==> config.mk <==
export PLATFORM = sky130hd
export DESIGN_NAME = mas_dp
export DESIGN_NICKNAME = d
export VERILOG_FILES = /design/src/hw/rtl/mas_pkg.sv /design/src/hw/rtl/mas_dp.sv
export SDC_FILE = /design/constraint.sdc
export NUM_CORES = 2
export LEC_CHECK = 0
export BUFFER_PORTS_ARGS = -buffer_cell sky130_fd_sc_hd__buf_4
export CORE_ASPECT_RATIO = 1.25
export CORE_MARGIN = 5
export CORE_UTILIZATION = 45
export DETAILED_ROUTE_END_ITERATION = 10
export GPL_TIMING_DRIVEN = 0
export PLACE_DENSITY = 0.57
export RECOVER_POWER = 50
export SYNTH_ARGS = -nofsm -noshare
export SYNTH_HDL_FRONTEND = slang
export SYNTH_SLANG_ARGS = --single-unit
==> constraint.sdc <==
create_clock -name clk -period 18.3 [get_ports clk]
set_input_delay 3.66 -clock clk [delete_from_list [all_inputs] [get_ports clk]]
set_output_delay 3.66 -clock clk [all_outputs]
set_load 0.02 [all_outputs]
==> src/hw/rtl/mas_pkg.sv <==
// shared constants, codes and controller/datapath interface types
`timescale 1ns / 1ps

package mas_pkg;

  localparam int MAX_DIM    = 8;
  localparam int DATA_WIDTH = 32;
  localparam int IDX_W      = 3;                 // row and column index width
  localparam int DIM_W      = 4;                 // size register width, holds MAX_DIM
  localparam int ADDR_W     = 2 * IDX_W;         // row-major store address
  localparam int DEPTH      = MAX_DIM * MAX_DIM;
  localparam int CFG_IDX_W  = 3;
  localparam int CFG_DATA_W = 4;
  localparam int OP_W       = 2;
  localparam int ACT_W      = 2;
  localparam int S_TDATA_W  = 40;                // row, col, value, zero pad
  localparam int M_TDATA_W  = 40;                // value, row, col, zero pad

  // input item kinds
  localparam logic [ACT_W-1:0] ACT_WR_A = 2'd0;
  localparam logic [ACT_W-1:0] ACT_WR_B = 2'd1;
  localparam logic [ACT_W-1:0] ACT_RUN  = 2'd2;

  // operation codes
  localparam logic [OP_W-1:0] OP_ADD = 2'd0;
  localparam logic [OP_W-1:0] OP_SUB = 2'd1;
  localparam logic [OP_W-1:0] OP_MUL = 2'd2;

  // configuration register indexes
  localparam logic [CFG_IDX_W-1:0] REG_ROWS_A = 3'd0;
  localparam logic [CFG_IDX_W-1:0] REG_COLS_A = 3'd1;
  localparam logic [CFG_IDX_W-1:0] REG_ROWS_B = 3'd2;
  localparam logic [CFG_IDX_W-1:0] REG_COLS_B = 3'd3;
  localparam logic [CFG_IDX_W-1:0] REG_OP     = 3'd4;

  typedef struct packed {
    logic              wr_a;
    logic              wr_b;
    logic [ADDR_W-1:0] wr_addr;
    logic              rd_en;
    logic [ADDR_W-1:0] rd_addr_a;
    logic [ADDR_W-1:0] rd_addr_b;
    logic              first;      // first term of a result element
    logic              lastk;      // final term of a result element
    logic [OP_W-1:0]   op;
    logic              push;       // load the output register
    logic              push_err;
    logic              push_last;
    logic [IDX_W-1:0]  push_row;
    logic [IDX_W-1:0]  push_col;
  } mas_cmd_t;

  typedef struct packed {
    logic done;       // accumulator holds a finished element
    logic out_free;   // output register can take an item this cycle
  } mas_sts_t;

endpackage

==> src/hw/rtl/mas_dp.sv <==
// datapath: matrix stores, arithmetic pipeline, accumulator and output register
`timescale 1ns / 1ps

module mas_dp import mas_pkg::*; (
  input  logic                  clk,
  input  logic                  rst,
  input  mas_cmd_t              cmd,
  output mas_sts_t              sts,
  input  logic [DATA_WIDTH-1:0] wr_value,
  output logic                  m_axis_tvalid,
  input  logic                  m_axis_tready,
  output logic [M_TDATA_W-1:0]  m_axis_tdata,
  output logic                  m_axis_tlast,
  output logic                  m_axis_tuser
);

  logic [DATA_WIDTH-1:0] mem_a [DEPTH];
  logic [DATA_WIDTH-1:0] mem_b [DEPTH];

  logic [DATA_WIDTH-1:0] a_q;
  logic [DATA_WIDTH-1:0] b_q;
  logic                  v1;
  logic                  first1;
  logic                  lastk1;
  logic [DATA_WIDTH-1:0] term;
  logic                  v2;
  logic                  first2;
  logic                  lastk2;
  logic [DATA_WIDTH-1:0] acc;
  logic                  done;
  logic [DATA_WIDTH-1:0] term_next;
  logic [DATA_WIDTH-1:0] result_value;
  logic [IDX_W-1:0]      result_row;
  logic [IDX_W-1:0]      result_col;

  // stores, registered read
  always_ff @(posedge clk) begin
    if (cmd.wr_a) begin
      mem_a[cmd.wr_addr] <= wr_value;
    end
    if (cmd.wr_b) begin
      mem_b[cmd.wr_addr] <= wr_value;
    end
    if (cmd.rd_en) begin
      a_q <= mem_a[cmd.rd_addr_a];
      b_q <= mem_b[cmd.rd_addr_b];
    end
  end

  always_comb begin
    case (cmd.op)
      OP_ADD:  term_next = a_q + b_q;
      OP_SUB:  term_next = a_q - b_q;
      OP_MUL:  term_next = a_q * b_q;
      default: term_next = '0;
    endcase
  end

  // term and accumulator stages
  always_ff @(posedge clk) begin
    if (rst) begin
      v1     <= 1'b0;
      v2     <= 1'b0;
      done   <= 1'b0;
      first1 <= 1'b0;
      lastk1 <= 1'b0;
      first2 <= 1'b0;
      lastk2 <= 1'b0;
    end else begin
      v1     <= cmd.rd_en;
      first1 <= cmd.first;
      lastk1 <= cmd.lastk;
      v2     <= v1;
      first2 <= first1;
      lastk2 <= lastk1;
      if (cmd.push) begin
        done <= 1'b0;
      end else if (v2 && lastk2) begin
        done <= 1'b1;
      end
    end
  end

  always_ff @(posedge clk) begin
    if (v1) begin
      term <= term_next;
    end
    if (v2) begin
      acc <= first2 ? term : acc + term;
    end
  end

  // output register
  always_ff @(posedge clk) begin
    if (rst) begin
      m_axis_tvalid <= 1'b0;
    end else if (cmd.push) begin
      m_axis_tvalid <= 1'b1;
    end else if (m_axis_tready) begin
      m_axis_tvalid <= 1'b0;
    end
  end

  always_ff @(posedge clk) begin
    if (cmd.push) begin
      result_value <= cmd.push_err ? '0 : acc;
      result_row   <= cmd.push_err ? '0 : cmd.push_row;
      result_col   <= cmd.push_err ? '0 : cmd.push_col;
      m_axis_tlast <= cmd.push_last;
      m_axis_tuser <= cmd.push_err;
    end
  end

  assign m_axis_tdata = {{(M_TDATA_W - DATA_WIDTH - 2 * IDX_W){1'b0}},
                         result_col, result_row, result_value};

  assign sts.done     = done;
  assign sts.out_free = !m_axis_tvalid || m_axis_tready;

  a_done_after_last_term: assert property (@(posedge clk) disable iff (rst)
    v2 && lastk2 && !cmd.push |=> done)
    else $error("accumulator finished without done");

  a_push_ok_push_needs_done: assert property (@(posedge clk) disable iff (rst)
    cmd.push && !cmd.push_err |-> done)
    else $error("result pushed before accumulation finished");

  a_push_into_free_reg: assert property (@(posedge clk) disable iff (rst)
    cmd.push |-> (!m_axis_tvalid || m_axis_tready))
    else $error("output register overwritten while held");

endmodule

# == After elaboration in Yosys (flattened, before gate mapping) ==
# Memory sizes are Yosys's and may differ from the RTL's. A register that Yosys moved wholly into a read port is not among the register bits.
# Index checks and enable logic that the tools add are counted.
# classes
n_eq_ne,2
mux,8
n_mul,1
n_reduce_logical,6
n_addsub,3
# ops
cell,n
case mux 32 bit (3 select lines),1
adder 32 bit,2
multiplier 32 x 32 -> 32 bit,1
2-to-1 mux 32 bit,1
subtractor 32 bit,1
2-to-1 mux 1 bit,6
== test 2 x 1 -> 1 bit (second input constant),1
== test 2 bit (second input constant),1
zero test 2 bit,1
nonzero test 2 bit,1
OR reduction 2 bit,1
logical AND 1 bit,1
zero test 1 bit,1
logical OR 1 bit,1
# word_totals
out_inout_bits,45
regBits,112
inputBits,69
memories,2
word_cells,37
mem_bits_rw,4096
# mem_list
name,depth,width,read_ports,rd_clocked_by_memory_dff,write_ports,line,text
mem_a,64,32,1,1,1,mas_dp.sv:17,logic [DATA_WIDTH-1:0] mem_a [DEPTH];
mem_b,64,32,1,1,1,mas_dp.sv:18,logic [DATA_WIDTH-1:0] mem_b [DEPTH];

# == Depth between registers and ports, before layout ==
# depth
ltp_word,2
depth_mapped,28
depth_no_buf,26

# == Worst setup path after synthesis ==
# No wires, ideal clock.
# synth_path
kind,in2out
start,in m_axis_tready
end,out sts[0] (netlist name)
arrival_ns,3.884
path_slack_ns,10.756
required_time_ns,14.640
n_path_buf,0
path_stages,1
cell_sequence,nand2b_1
# synth_via
elab_chain_cells,1
# synth_rtl
item,line,text
"start, declared",mas_dp.sv:11,"input logic m_axis_tready,"
logical OR 1 bit,mas_dp.sv:118,assign sts.out_free = !m_axis_tvalid || m_axis_tready;
"end, declared",mas_dp.sv:8,"output mas_sts_t sts,"
# Every way passes these cells.

# == Worst setup path in the final report ==
# layout_path
start,"reg b_q[6], read port of mem_b"
end,"reg term[25], data pin"
# layout_via
elab_chain_cells,2
word_cells_on_any_way,4
cone_classes,add/sub (2); mul (1); mux (1)
# layout_rtl
item,line,text
"start, declared",mas_dp.sv:21,logic [DATA_WIDTH-1:0] b_q;
"multiplier 32 x 32 -> 32 bit, or another cell as far along",mas_dp.sv:54,OP_MUL: term_next = a_q * b_q;
case mux 32 bit (3 select lines) *,mas_dp.sv:51,case (cmd.op)
via term_next[25],mas_dp.sv:31,logic [DATA_WIDTH-1:0] term_next;
"end signal, assigned",mas_dp.sv:86,term <= term_next;
"end, declared",mas_dp.sv:25,logic [DATA_WIDTH-1:0] term;
# Mark *: on every way through the listed nets, which the timed path passes. The rest lies on a longest branch.
# A chain may end at the register's enable or synchronous reset.

==> key figures <==
Synth
  • Seq/Total Area, Yosys: 0.710
  • Synth unique cells: 69
  • Post-Synthesis Cells: around 8500
  • Syn Area/Cell: 21.2 sq um
  • Post-synth EDFFs: 4264
  • Area leader, netlist: edfxtp_1
  • Synth Register Bits: 4272
  • Mapped Area: 181000 sq um
  • Share of the synthesized area in the top cell type: 0.709
  • Async S/R FF share, synth: 0
  • Synth warn: 0
  • Ranking of synthesized cells by area: edfxtp_1, mux4_2, fa_1
  • Synth Flop Type: edfxtp_1

Job
  • Max cap viols: 57

Pwr
  • Net Sw Frac: 0.395
  • Pwr Density: roughly 180 nW/um^2
  • Net switching power: 14.6 mW
  • Pint: about 22 mW
  • VDD IR max: between 1 and 1.5 mV
  • Sequential power share: 0.302
  • Comb pwr share: 0.464
  • Clock share of power: 0.234
  • Static Leak: around 66 nW

Setup path
  • Delay-heaviest family, CP: adder cells
  • CP Capture Type: register
  • FF-to-FF setup slack: 8980 ps
  • Startpoint types: register
  • Cell Chain, Critical Path: clkbuf_1 -> clkbuf_1 -> and2_1 -> fa_1 -> fa_1 -> inv_1 -> fa_1 -> fa_1 -> inv_1 -> ha_1 -> ha_1 -> fa_1 -> fa_1 -> ha_1 -> and3_1 -> nand2_1 -> a31oi_1 -> o21ai_0 -> a21boi_0 -> a21boi_0 -> o311ai_0 -> nand2_1 -> a21oi_1
  • Critical path origin: b_q[6]
  • Buffers & Inverters on Critical Path: 4
  • Crit-path slowest cell: a21boi_0
  • CP most frequent cell: fa_1
  • Worst reg2reg path endpoint: term[25]
  • CP peak stage delay: 690 ps
  • Cell count along the critical path: 23
  • R2r startpoint: b_q[6]
  • Critical Path End: term[25]
  • Critical path fanouts, max: 10
  • Crit path kind: register to register
  • Arrival time worst endpoint: 10030 ps
  • FF-to-FF path depth: 23
  • Worst path required time: 19010 ps

Clocking
  • CTS Hold Bufs: 0
  • CTS tree: built
  • Post-CTS Setup Inserts: 0
  • Clk sinks: ~4300
  • Clock transition at path regs: 60 ps
  • CTS buffer count: around 420
  • CTS root buf: clkbuf_16
  • Clk buf depth: 4
  • Resized Gates After CTS: 0
  • Clock Latency Late Sink: 990 ps
  • H-Tree Depth: 5

Drt
  • Vias per inst: 5.85
  • 1st-iter DRT viols: roughly 10000
  • Via Count: 88400
  • Avg WL per Cell: 34.1 um
  • Routed WL: 516 mm
  • ANT nets after route: 0
  • First drt pass iteration count: 7
  • Drc violations: 0

Run status
  • Status: finished, violations left
  • Failing checks: max-capacitance violations, max-slew violations

Layout
  • Area growth syn-to-layout: 14.0%
  • Layout cells sized above 1: 0.241
  • Multi-input logic area: 50200 sq um
  • Fill cells: approximately 32000
  • Register area: about 130000 sq um
  • Final net count: 9889

Timing
  • Fmax: 0.107 GHz
  • Fin. max-slew vios: 4045
  • RSZ-0062 raised after global routing: false
  • Worst hold margin: 456 ps
  • Skew final: 104 ps
  • Setup violations, final: 0
  • Worst-Margin Slew: roughly 6000 ps
  • Post-Route Setup TNS: 0 ps
  • Period minus WS final: 9320 ps
  • Worst rel slew slack: -2.95
  • Hold Violations, Final: 0
  • Period Utilization, post-route: 0.510

Floorplan
  • Die area: 414000 sq um
  • Die height: 718 um
  • Starting density of the core: 0.451
  • Die X: around 580 um
  • I/O Pins: 114
  • Core area: between 400000 and 500000 sq um
  • Row cnt: 260

Placed design
  • PortBufs: 90
  • Hpwl dp: 356 mm
  • Routability Congestion: roughly 0.9

GRT
  • Largest net degree at the start of global routing: 129
  • First-pass GRT wire length: 718 mm
  • Total track usage: 0.247
  • Vias in the first global route: 91800
  • Initial antenna violation count: 70
  • Congestion Overflow GR: 0

Worst hold path
  • Hold Crit Class: register to register
## per-stage QoR
| step | instance area [sq um] | setup slack, ps | util | instances | power [mW] |
|---|---|---|---|---|---|
| final | 206000 | 8980 | 0.514 | 15100 | 37.1 |
| after global routing | 206000 | 8780 | 0.514 | 15100 | 39.0 |
| after CTS | 206000 | 8800 | 0.515 | 14900 | 37.1 |
| after detailed placement | 192000 | 8800 | 0.480 | 14200 | 28.4 |
| after global placement | 188000 | 8860 | 0.470 | 14000 | 28.3 |
| after floorplan | 181000 | 10760 | - | 8542 | 22.1 |
## registers in the layout (all words and copies together) (netlist names), 3 cells and up
| name | cells |
|---|---|
| acc | 32 |
| result_row | 3 |
| term | 32 |
| mem_b | 2048 |
| mem_a | 2048 |
| result_value | 32 |
| result_col | 3 |
| b_q | 32 |
| a_q | 32 |
## cell type report
cell class | count | share of cell area
sequential | 4272 | 0.622
multi-input combinational | 3412 | 0.244
clock buffer | 515 | 0.0538
tap | 5371 | 0.0326
timing repair buffer | 255 | 0.0168
clock inverter | 267 | 0.0132
buffer | 440 | 0.00825
inverter | 418 | 0.00762
antenna | 155 | 0.00188
## cells in the mapped netlist, drive strengths merged (22+ instances only)
| cell type | instances |
|---|---|
| edfxtp | 4264 |
| mux4 | 1334 |
| inv | 418 |
| fa | 410 |
| clkbuf | 319 |
| nand2 | 318 |
| and2 | 309 |
| ha | 187 |
| nor2 | 182 |
| buf | 121 |
| xnor2 | 96 |
| o21ai | 87 |
| a21oi | 69 |
| xor2 | 65 |
| nor2b | 54 |
| a21o | 40 |
| o21a | 22 |
## how the worst min path moves through the flow
stage,startpoint,end,cells past startpoint
after CTS,first1,first2,1
after global placement,lastk1,lastk2,1
final,first1,first2,1
after floorplan,first1,first2,1
after detailed placement,lastk1,lastk2,1
after global routing,first1,first2,1
## cell families (layout without fill, tap and decap cells)
logic type / count (synthesis) / in the layout / synth area share
adders and majority gates: 597 / 597 / 0.0584
and+or+nand+nor: 963 / 963 / 0.0266
DFF: 4272 / 4272 / 0.710
muxes: 1360 / 1360 / 0.168
xor gates and xnor gates: 161 / 161 / 0.00781
buffers and inverters: 858 / 1895 / 0.0179
other: 1 / 157 / 0.0000208
AOI/OAI and AO/OA: 329 / 329 / 0.0117
## routing by layer
layer  part of all wire  track usage  routed length (um)  vias up
li1                   -            -                   -    36000
met1               0.38        0.320              194000    48200
met2               0.51        0.425              264000     3451
met3              0.063       0.0314               32500      736
met4              0.049        0.101               25200        4
met5           0.000047            0                  24        -
## power groups by stage
stage	logic, mW	registers (mW)	clock network [mW]
5_1_grt	18.6	11.2	9.23
2_1_floorplan	10.7	11.3	0
3_3_place_gp	16.9	11.4	0
4_1_cts	17.1	11.2	8.83
3_5_place_dp	17.0	11.4	0
6_report	17.2	11.2	8.68
## cells in the final DEF (no fill, tap or decap), drive strengths merged, types with 16 or more instances in the layout
cell	synthesis	routed
nor2	182	182
nor2b	54	54
clkbuf	319	905
clkinv	0	198
xor2	65	65
o22ai	19	19
xnor2	96	96
clkinvlp	0	16
mux4	1334	1334
diode	0	155
ha	187	187
and2	309	309
edfxtp	4264	4264
o21a	22	22
a21oi	69	69
o21ai	87	87
bufinv	0	46
o31ai	18	18
fa	410	410
buf	121	305
a21o	40	40
nand2	318	318
inv	418	425
nor3	20	20
(Power assumes the default switching activity.)
