### src/hw/rtl/mas_pkg.sv
// shared constants, codes and controller/datapath interface types
`timescale 1ns / 1ps

package mas_pkg;

  localparam int MAX_DIM    = 8;
  localparam int DATA_WIDTH = 32;
  localparam int IDX_W      = 3;                 // row and column index width
  localparam int DIM_W      = 4;                 // size register width, holds MAX_DIM
  localparam int ADDR_W     = 2 * IDX_W;         // row-major store address
  localparam int DEPTH      = MAX_DIM * MAX_DIM;
  localparam int CFG_IDX_W  = 3;
  localparam int CFG_DATA_W = 4;
  localparam int OP_W       = 2;
  localparam int ACT_W      = 2;
  localparam int S_TDATA_W  = 40;                // row, col, value, zero pad
  localparam int M_TDATA_W  = 40;                // value, row, col, zero pad

  // input item kinds
  localparam logic [ACT_W-1:0] ACT_WR_A = 2'd0;
  localparam logic [ACT_W-1:0] ACT_WR_B = 2'd1;
  localparam logic [ACT_W-1:0] ACT_RUN  = 2'd2;

  // operation codes
  localparam logic [OP_W-1:0] OP_ADD = 2'd0;
  localparam logic [OP_W-1:0] OP_SUB = 2'd1;
  localparam logic [OP_W-1:0] OP_MUL = 2'd2;

  // configuration register indexes
  localparam logic [CFG_IDX_W-1:0] REG_ROWS_A = 3'd0;
  localparam logic [CFG_IDX_W-1:0] REG_COLS_A = 3'd1;
  localparam logic [CFG_IDX_W-1:0] REG_ROWS_B = 3'd2;
  localparam logic [CFG_IDX_W-1:0] REG_COLS_B = 3'd3;
  localparam logic [CFG_IDX_W-1:0] REG_OP     = 3'd4;

  typedef struct packed {
    logic              wr_a;
    logic              wr_b;
    logic [ADDR_W-1:0] wr_addr;
    logic              rd_en;
    logic [ADDR_W-1:0] rd_addr_a;
    logic [ADDR_W-1:0] rd_addr_b;
    logic              first;      // first term of a result element
    logic              lastk;      // final term of a result element
    logic [OP_W-1:0]   op;
    logic              push;       // load the output register
    logic              push_err;
    logic              push_last;
    logic [IDX_W-1:0]  push_row;
    logic [IDX_W-1:0]  push_col;
  } mas_cmd_t;

  typedef struct packed {
    logic done;       // accumulator holds a finished element
    logic out_free;   // output register can take an item this cycle
  } mas_sts_t;

endpackage

### src/hw/rtl/mas_ctrl.sv
// controller: size registers, item decode, run sequencing over rows, columns and terms
`timescale 1ns / 1ps

module mas_ctrl import mas_pkg::*; (
  input  logic                  clk,
  input  logic                  rst,
  input  logic                  cfg_we,
  input  logic [CFG_IDX_W-1:0]  cfg_index,
  input  logic [CFG_DATA_W-1:0] cfg_data,
  input  logic                  in_valid,
  output logic                  in_ready,
  input  logic [ACT_W-1:0]      in_action,
  input  logic [IDX_W-1:0]      in_row,
  input  logic [IDX_W-1:0]      in_col,
  output mas_cmd_t              cmd,
  input  mas_sts_t              sts
);

  typedef enum logic [1:0] {S_IDLE, S_ISSUE, S_WAIT, S_ERR} state_t;

  state_t           state;
  logic [DIM_W-1:0] rows_a;
  logic [DIM_W-1:0] cols_a;
  logic [DIM_W-1:0] rows_b;
  logic [DIM_W-1:0] cols_b;
  logic [OP_W-1:0]  op;

  logic [DIM_W-1:0] nr;
  logic [DIM_W-1:0] nc;
  logic [DIM_W-1:0] nk;
  logic [OP_W-1:0]  op_run;
  logic [IDX_W-1:0] i;
  logic [IDX_W-1:0] j;
  logic [IDX_W-1:0] k;

  logic [DIM_W-1:0] ra;
  logic [DIM_W-1:0] ca;
  logic [DIM_W-1:0] rb;
  logic [DIM_W-1:0] cb;
  logic             mismatch;
  logic             accept;
  logic             k_last;
  logic             i_last;
  logic             j_last;

  function automatic logic [DIM_W-1:0] clamp_dim(input logic [DIM_W-1:0] v);
    logic [DIM_W-1:0] r;
    if (v == '0) begin
      r = DIM_W'(1);
    end else if (v > DIM_W'(MAX_DIM)) begin
      r = DIM_W'(MAX_DIM);
    end else begin
      r = v;
    end
    return r;
  endfunction

  assign ra = clamp_dim(rows_a);
  assign ca = clamp_dim(cols_a);
  assign rb = clamp_dim(rows_b);
  assign cb = clamp_dim(cols_b);

  always_comb begin
    case (op)
      OP_ADD, OP_SUB: mismatch = (ra != rb) || (ca != cb);
      OP_MUL:         mismatch = (ca != rb);
      default:        mismatch = 1'b1;
    endcase
  end

  assign in_ready = (state == S_IDLE);
  assign accept   = in_valid && in_ready;
  assign k_last   = ({1'b0, k} == nk - DIM_W'(1));
  assign i_last   = ({1'b0, i} == nr - DIM_W'(1));
  assign j_last   = ({1'b0, j} == nc - DIM_W'(1));

  always_comb begin
    cmd           = '0;
    cmd.wr_a      = accept && (in_action == ACT_WR_A);
    cmd.wr_b      = accept && (in_action == ACT_WR_B);
    cmd.wr_addr   = {in_row, in_col};
    cmd.op        = op_run;
    cmd.push_row  = i;
    cmd.push_col  = j;
    cmd.first     = (k == '0);
    cmd.lastk     = k_last;
    if (op_run == OP_MUL) begin
      cmd.rd_addr_a = {i, k};
      cmd.rd_addr_b = {k, j};
    end else begin
      cmd.rd_addr_a = {i, j};
      cmd.rd_addr_b = {i, j};
    end
    case (state)
      S_ISSUE: cmd.rd_en = 1'b1;
      S_WAIT: begin
        cmd.push      = sts.done && sts.out_free;
        cmd.push_last = i_last && j_last;
      end
      S_ERR: begin
        cmd.push      = sts.out_free;
        cmd.push_err  = 1'b1;
        cmd.push_last = 1'b1;
      end
      default: ;
    endcase
  end

  always_ff @(posedge clk) begin
    if (rst) begin
      state  <= S_IDLE;
      rows_a <= DIM_W'(1);
      cols_a <= DIM_W'(1);
      rows_b <= DIM_W'(1);
      cols_b <= DIM_W'(1);
      op     <= OP_ADD;
      op_run <= OP_ADD;
      nr     <= DIM_W'(1);
      nc     <= DIM_W'(1);
      nk     <= DIM_W'(1);
      i      <= '0;
      j      <= '0;
      k      <= '0;
    end else begin
      if (cfg_we) begin
        case (cfg_index)
          REG_ROWS_A: rows_a <= cfg_data;
          REG_COLS_A: cols_a <= cfg_data;
          REG_ROWS_B: rows_b <= cfg_data;
          REG_COLS_B: cols_b <= cfg_data;
          REG_OP:     op     <= cfg_data[OP_W-1:0];
          default: ;
        endcase
      end
      case (state)
        S_IDLE: begin
          if (accept && in_action == ACT_RUN) begin
            i      <= '0;
            j      <= '0;
            k      <= '0;
            op_run <= op;
            nr     <= ra;
            nc     <= (op == OP_MUL) ? cb : ca;
            nk     <= (op == OP_MUL) ? ca : DIM_W'(1);
            state  <= mismatch ? S_ERR : S_ISSUE;
          end
        end
        S_ISSUE: begin
          if (k_last) begin
            k     <= '0;
            state <= S_WAIT;
          end else begin
            k <= k + IDX_W'(1);
          end
        end
        S_WAIT: begin
          if (cmd.push) begin
            if (cmd.push_last) begin
              state <= S_IDLE;
            end else begin
              state <= S_ISSUE;
              if (j_last) begin
                j <= '0;
                i <= i + IDX_W'(1);
              end else begin
                j <= j + IDX_W'(1);
              end
            end
          end
        end
        S_ERR: begin
          if (cmd.push) begin
            state <= S_IDLE;
          end
        end
        default: state <= S_IDLE;
      endcase
    end
  end

  a_last_push_ends_run: assert property (@(posedge clk) disable iff (rst)
    cmd.push && cmd.push_last |=> state == S_IDLE)
    else $error("run did not end after its last item");

  a_new_element_clean: assert property (@(posedge clk) disable iff (rst)
    cmd.rd_en && cmd.first |-> !sts.done)
    else $error("element started while previous result unpushed");

  a_no_accept_in_run: assert property (@(posedge clk) disable iff (rst)
    cmd.rd_en |-> !in_ready)
    else $error("input taken during a run");

endmodule

### config.mk
export PLATFORM = sky130hd
export DESIGN_NAME = mas_ctrl
export DESIGN_NICKNAME = d
export VERILOG_FILES = /design/src/hw/rtl/mas_pkg.sv /design/src/hw/rtl/mas_ctrl.sv
export SDC_FILE = /design/constraint.sdc
export NUM_CORES = 1
export LEC_CHECK = 0
export ABC_CLOCK_PERIOD_IN_PS = 2740
export BUFFER_PORTS_ARGS = -buffer_cell sky130_fd_sc_hd__buf_2
export CAP_MARGIN = 30
export CORE_ASPECT_RATIO = 2
export CORE_UTILIZATION = 40
export CTS_CLUSTER_SIZE = 28
export DETAILED_ROUTE_END_ITERATION = 10
export GPL_TIMING_DRIVEN = 0
export PLACE_DENSITY = 0.58
export REMOVE_ABC_BUFFERS = 1
export SLEW_MARGIN = 20
export SYNTH_ARGS = -nofsm -noshare
export SYNTH_HDL_FRONTEND = slang
export SYNTH_SLANG_ARGS = --single-unit
### constraint.sdc
create_clock -name clk -period 2.74 [get_ports clk]
set_input_delay 0.548 -clock clk [delete_from_list [all_inputs] [get_ports clk]]
set_output_delay 0.548 -clock clk [all_outputs]
set_load 0.01 [all_outputs]
# After elaboration in Yosys (flattened, before gate mapping)

Index checks and enable logic that the tools add are counted.

Register bits after elaboration: 43

Add/subtract/negate cells: 6
Magnitude comparators: 4
Equality and inequality tests: 24
Muxes and demuxes: 34
Reductions and logical operators: 29

Operator list:

| kind                | number |
|---|---|
| $mux 4              | 10 |
| $mux 3              | 8 |
| $pmux 3 s2          | 3 |
| $gt 4x4->1 const B  | 4 |
| $logic_not 4->1     | 4 |
| $reduce_and 2->1    | 7 |
| $eq 3x4->1          | 3 |
| $ne 4x4->1          | 3 |
| $sub 4x1->4 const B | 3 |
| $eq 2x2->1 const B  | 5 |
| $mux 2              | 5 |
| $ne 2x2->1 const B  | 5 |
| $add 3x1->3 const B | 3 |
| $mux 9              | 1 |
| $pmux 2 s4          | 1 |
| $reduce_and 4->1    | 2 |
| $eq 2x1->1 const B  | 3 |
| $eq 3x2->1 const B  | 2 |
| $logic_and 1x1->1   | 6 |
| $logic_not 2->1     | 3 |
| $logic_not 3->1     | 2 |
| $pmux 1 s2          | 3 |
| $reduce_and 5->1    | 1 |
| $reduce_bool 2->1   | 2 |
| 6 further kinds     | 8 |

# Logic depth before layout (Yosys ltp)

Depth in word-level cells: 9
Mapped depth: 7
Mapped depth without buffers: 7

# Worst setup path before layout

No wires, ideal clock.

Path kind: reg-to-output
Start: register nr[0]
End: output cmd[6] (netlist bit)
Data arrival time: 1.827 ns
Data required time: 2.192 ns
Slack: 0.365 ns
Stages on the path, launching flop included: 8
Path buffers: 0
Cells stage by stage: dfxtp_1 inv_1 ha_1 xor2_1 or4_1 a31oi_4 a21oi_1 nor2_1

RTL lines:

| element                | RTL line        | text |
|---|---|---|
| from (decl)            | mas_ctrl.sv:28  | `logic [DIM_W-1:0] nr;` |
| from (signal assigned) | mas_ctrl.sv:142 | `nr <= ra;` |
| to (decl)              | mas_ctrl.sv:15  | `output mas_cmd_t cmd,` |

==> qor.csv <==
metric,value,unit
row count,41,
synthesized flop and latch total,43,
routability cong.,0.845,
Routed Antenna Nets,0,
share of layout cells above drive strength 1,19.0,%
Main synth FF type,dfxtp_1,
Placement Cell Area,2840,um2
initial antenna violation count,0,
Syn Inst Count,325,
Final Skew,4.74,ps
hold crit path type,reg2reg,
via count,2336,
TritonRoute pass-1 iters,6,
I/O Pins,56,
status,finished clean,
Psw,384,uW
"Avg Cell Area, Syn",8.23,um2
clock root cell,clkbuf_16,
Slew headroom,36.4,%
Syn. warnings,0,
max frequency,384,MHz
Yosys cell types,55,
Crit. End Element,output port,
Skew-Pair Late Insertion Delay,290,ps
Power Density,481,nW/um2
drt total wl,6.42,mm
number of global-route vias before repair,2159,
Via density,5.38,
Max-Cap Viols,0,
Initial Utilization,42.0,%
TNS Setup,0,ps
total core area,6360,um2
CTS tree,built,
register area share after synthesis,32.2,%
Post-Syn Area,2670,um2
"Slew Viols, Final",0,
Die ar.,7040,um2
H-Tree Level Count,2,
leakage,1.24,nW
Total Power,1.44,mW
reg2reg setup slack,450,ps
"Hold-fix buffers, CTS",0,
first-pass GRT wire length,10.4,mm
WL per Instance,14.8,um
"Design Area, Final",3000,um2
"Data required, critical path",2190,ps
number of remaining DRC errors,0,
Layout Area Growth over Synthesis,12.1,%
Overflow after GRT,0,
die height,118,um
RSZ-0062 raised after global routing,no,
"critical path fanouts, max",4,
"Endpoint, Worst Hold",rows_b[0]$_SDFFE_PP1P_,
worst setup path startpoint,nr[0]$_SDFFE_PP1P_,
Longest Clk Path Bufs,2,
Final setup viols,0,
die width,59.8,um
hold_sp,rows_b[0]$_SDFFE_PP1P_,
CTS buffer count,5,
internal power,1.06,mW
Initial DRC Count,75,
DP Wirelength,4.80,mm
"EDFF count, synth",0,
GRT Overall Usage,19.8,%
Worst EP arrival,2060,ps
crit start category,flip-flop,
largest vdd supply drop,366,uV
Fin. Hold Viols,0,
hold path depth,2,
Port Buf Inserts,43,
Slew @ Worst Pin,942,ps
final worst-path cycle share,95.1,%
worst r2r dst,i[2]$_SDFFE_PP0P_,
ys async rst share,0,%
CTS Sinks,43,
Sw Ratio,26.6,%
Nets,375,
Worst R2R Start,nc[0]$_SDFFE_PP1P_,
Clk pwr share,40.1,%
crit path kind,reg2out,
Antenna Cells,0,
worst reg2reg path depth,7,
Sequential Power Share,45.8,%
pin count of the biggest net entering global routing,36,
post-route minimum period,2610,ps
combinational share of power,14.1,%
"Reg clk slew, reported paths",60,ps
## routing by layer
layer | wire length [um] | vias up | global-route usage (%)
li1 | - | 1187 | -
met1 | 2440 | 1079 | 19.9
met2 | 3620 | 59 | 36.4
met3 | 212 | 11 | 4.40
met4 | 151 | 0 | 8.58
met5 | 0 | - | 0
## power by group through the flow
stage | logic [mW] | clock network [mW] | registers (mW)
floorplan | 0.126 | 0 | 0.667
CTS | 0.197 | 0.593 | 0.660
global placement | 0.188 | 0 | 0.674
global route | 0.224 | 0.623 | 0.664
finish | 0.203 | 0.579 | 0.660
detailed placement | 0.192 | 0 | 0.674
## layout make-up
| class | instances | area, um2 |
|---|---|---|
| repair buffers | 45 | 230 |
| fillers | 691 | 3360 |
| multi-input cells | 238 | 1610 |
| flip-flops and latches | 43 | 862 |
| clock inverters | 1 | 5.00 |
| well taps | 86 | 108 |
| clock buffers | 7 | 133 |
| inverters | 14 | 52.6 |
## stage by stage
stage	instances	utilization, %	worst slack, ps	hold slack (ps)
2_1_floorplan	295	-	360	432
3_3_place_gp	424	44.6	162	448
6_report	434	47.1	133	465
4_1_cts	433	46.9	10.9	467
5_1_grt	434	47.1	12.2	492
3_5_place_dp	424	44.6	171	452
## logic make-up after synthesis
kind of cell | after synthesis | share of synthesized area [%]
xor gates and xnor gates | 16 | 5.52
muxes | 17 | 6.36
AOI/OAI and AO/OA | 64 | 17.9
DFF | 43 | 32.2
buffers and inverters | 44 | 8.05
and+or+nand+nor | 134 | 26.7
adders and majority gates | 7 | 3.28
## Yosys cell counts, drive strengths merged, types with 3 or more instances
library cell / count / area (um2)
nor4: 3 / 18.8
o211ai: 6 / 45.0
buf: 15 / 106
inv: 14 / 52.6
and2: 3 / 18.8
a21oi: 12 / 60.1
nand3b: 3 / 22.5
nor3: 6 / 30.0
nor3b: 5 / 42.5
xor2: 10 / 87.6
nor2: 34 / 128
dfxtp: 43 / 861
o21ba: 4 / 40.0
nand4: 4 / 25.0
o31a: 3 / 26.3
nand2b: 6 / 37.5
clkbuf: 15 / 56.3
nor2b: 8 / 50.1
nand3: 4 / 20.0
ha: 7 / 87.6
a31oi: 6 / 52.6
and4b: 3 / 30.0
nor4b: 3 / 38.8
mux2i: 17 / 170
or4: 4 / 30.0
a211oi: 6 / 50.1
o21ai: 8 / 40.0
nand2: 41 / 154
xnor2: 6 / 60.1
a221oi: 3 / 26.3
## cells in the final DEF (no fill, tap or decap), drive strengths merged, types with 4 or more instances in the layout
cell type / synthesis / final
ha: 7 / 7
nand2b: 6 / 6
dfxtp: 43 / 43
nor3b: 5 / 5
or4: 4 / 4
nor2: 34 / 34
mux2i: 17 / 17
a31oi: 6 / 6
nand3: 4 / 4
o211ai: 6 / 6
nor3: 6 / 6
nor2b: 8 / 8
xnor2: 6 / 6
a211oi: 6 / 6
nand2: 41 / 41
inv: 14 / 14
nand4: 4 / 4
xor2: 10 / 10
buf: 15 / 45
o21ai: 8 / 8
a21oi: 12 / 12
o21ba: 4 / 4
clkbuf: 15 / 7
## registers in the layout, indices dropped and copies added (netlist names)
signal	flops
cols_a	4
cols_b	4
nc	4
nk	4
nr	4
rows_a	4
rows_b	4
i	3
j	3
k	3
op	2
op_run	2
state	2
## worst max-delay path, cell delays in order (launching register included)
cell     delay [ps]
dfxtp_2         360
inv_1            50
ha_1            190
xor2_1          160
or4_4           510
a31oi_4         180
a21oi_1          90
nor2_1           90
buf_2           140
## how the worst max path moves through the flow
stage	slack (ps)	end
final	130	cmd[6]
after global routing	10	cmd[6]
after CTS	10	cmd[6]
after detailed placement	170	cmd[6]
after global placement	160	cmd[6]
after floorplan	360	cmd[6]
## what timing repair did
action / in CTS / in global routing
setup endpoints to repair: 1 / 1
buffers inserted: 1 / 1
resized for setup: 0 / 2
pin swaps: 1 / 1
gates cloned: 0 / 0
(Power assumes the default switching activity.)
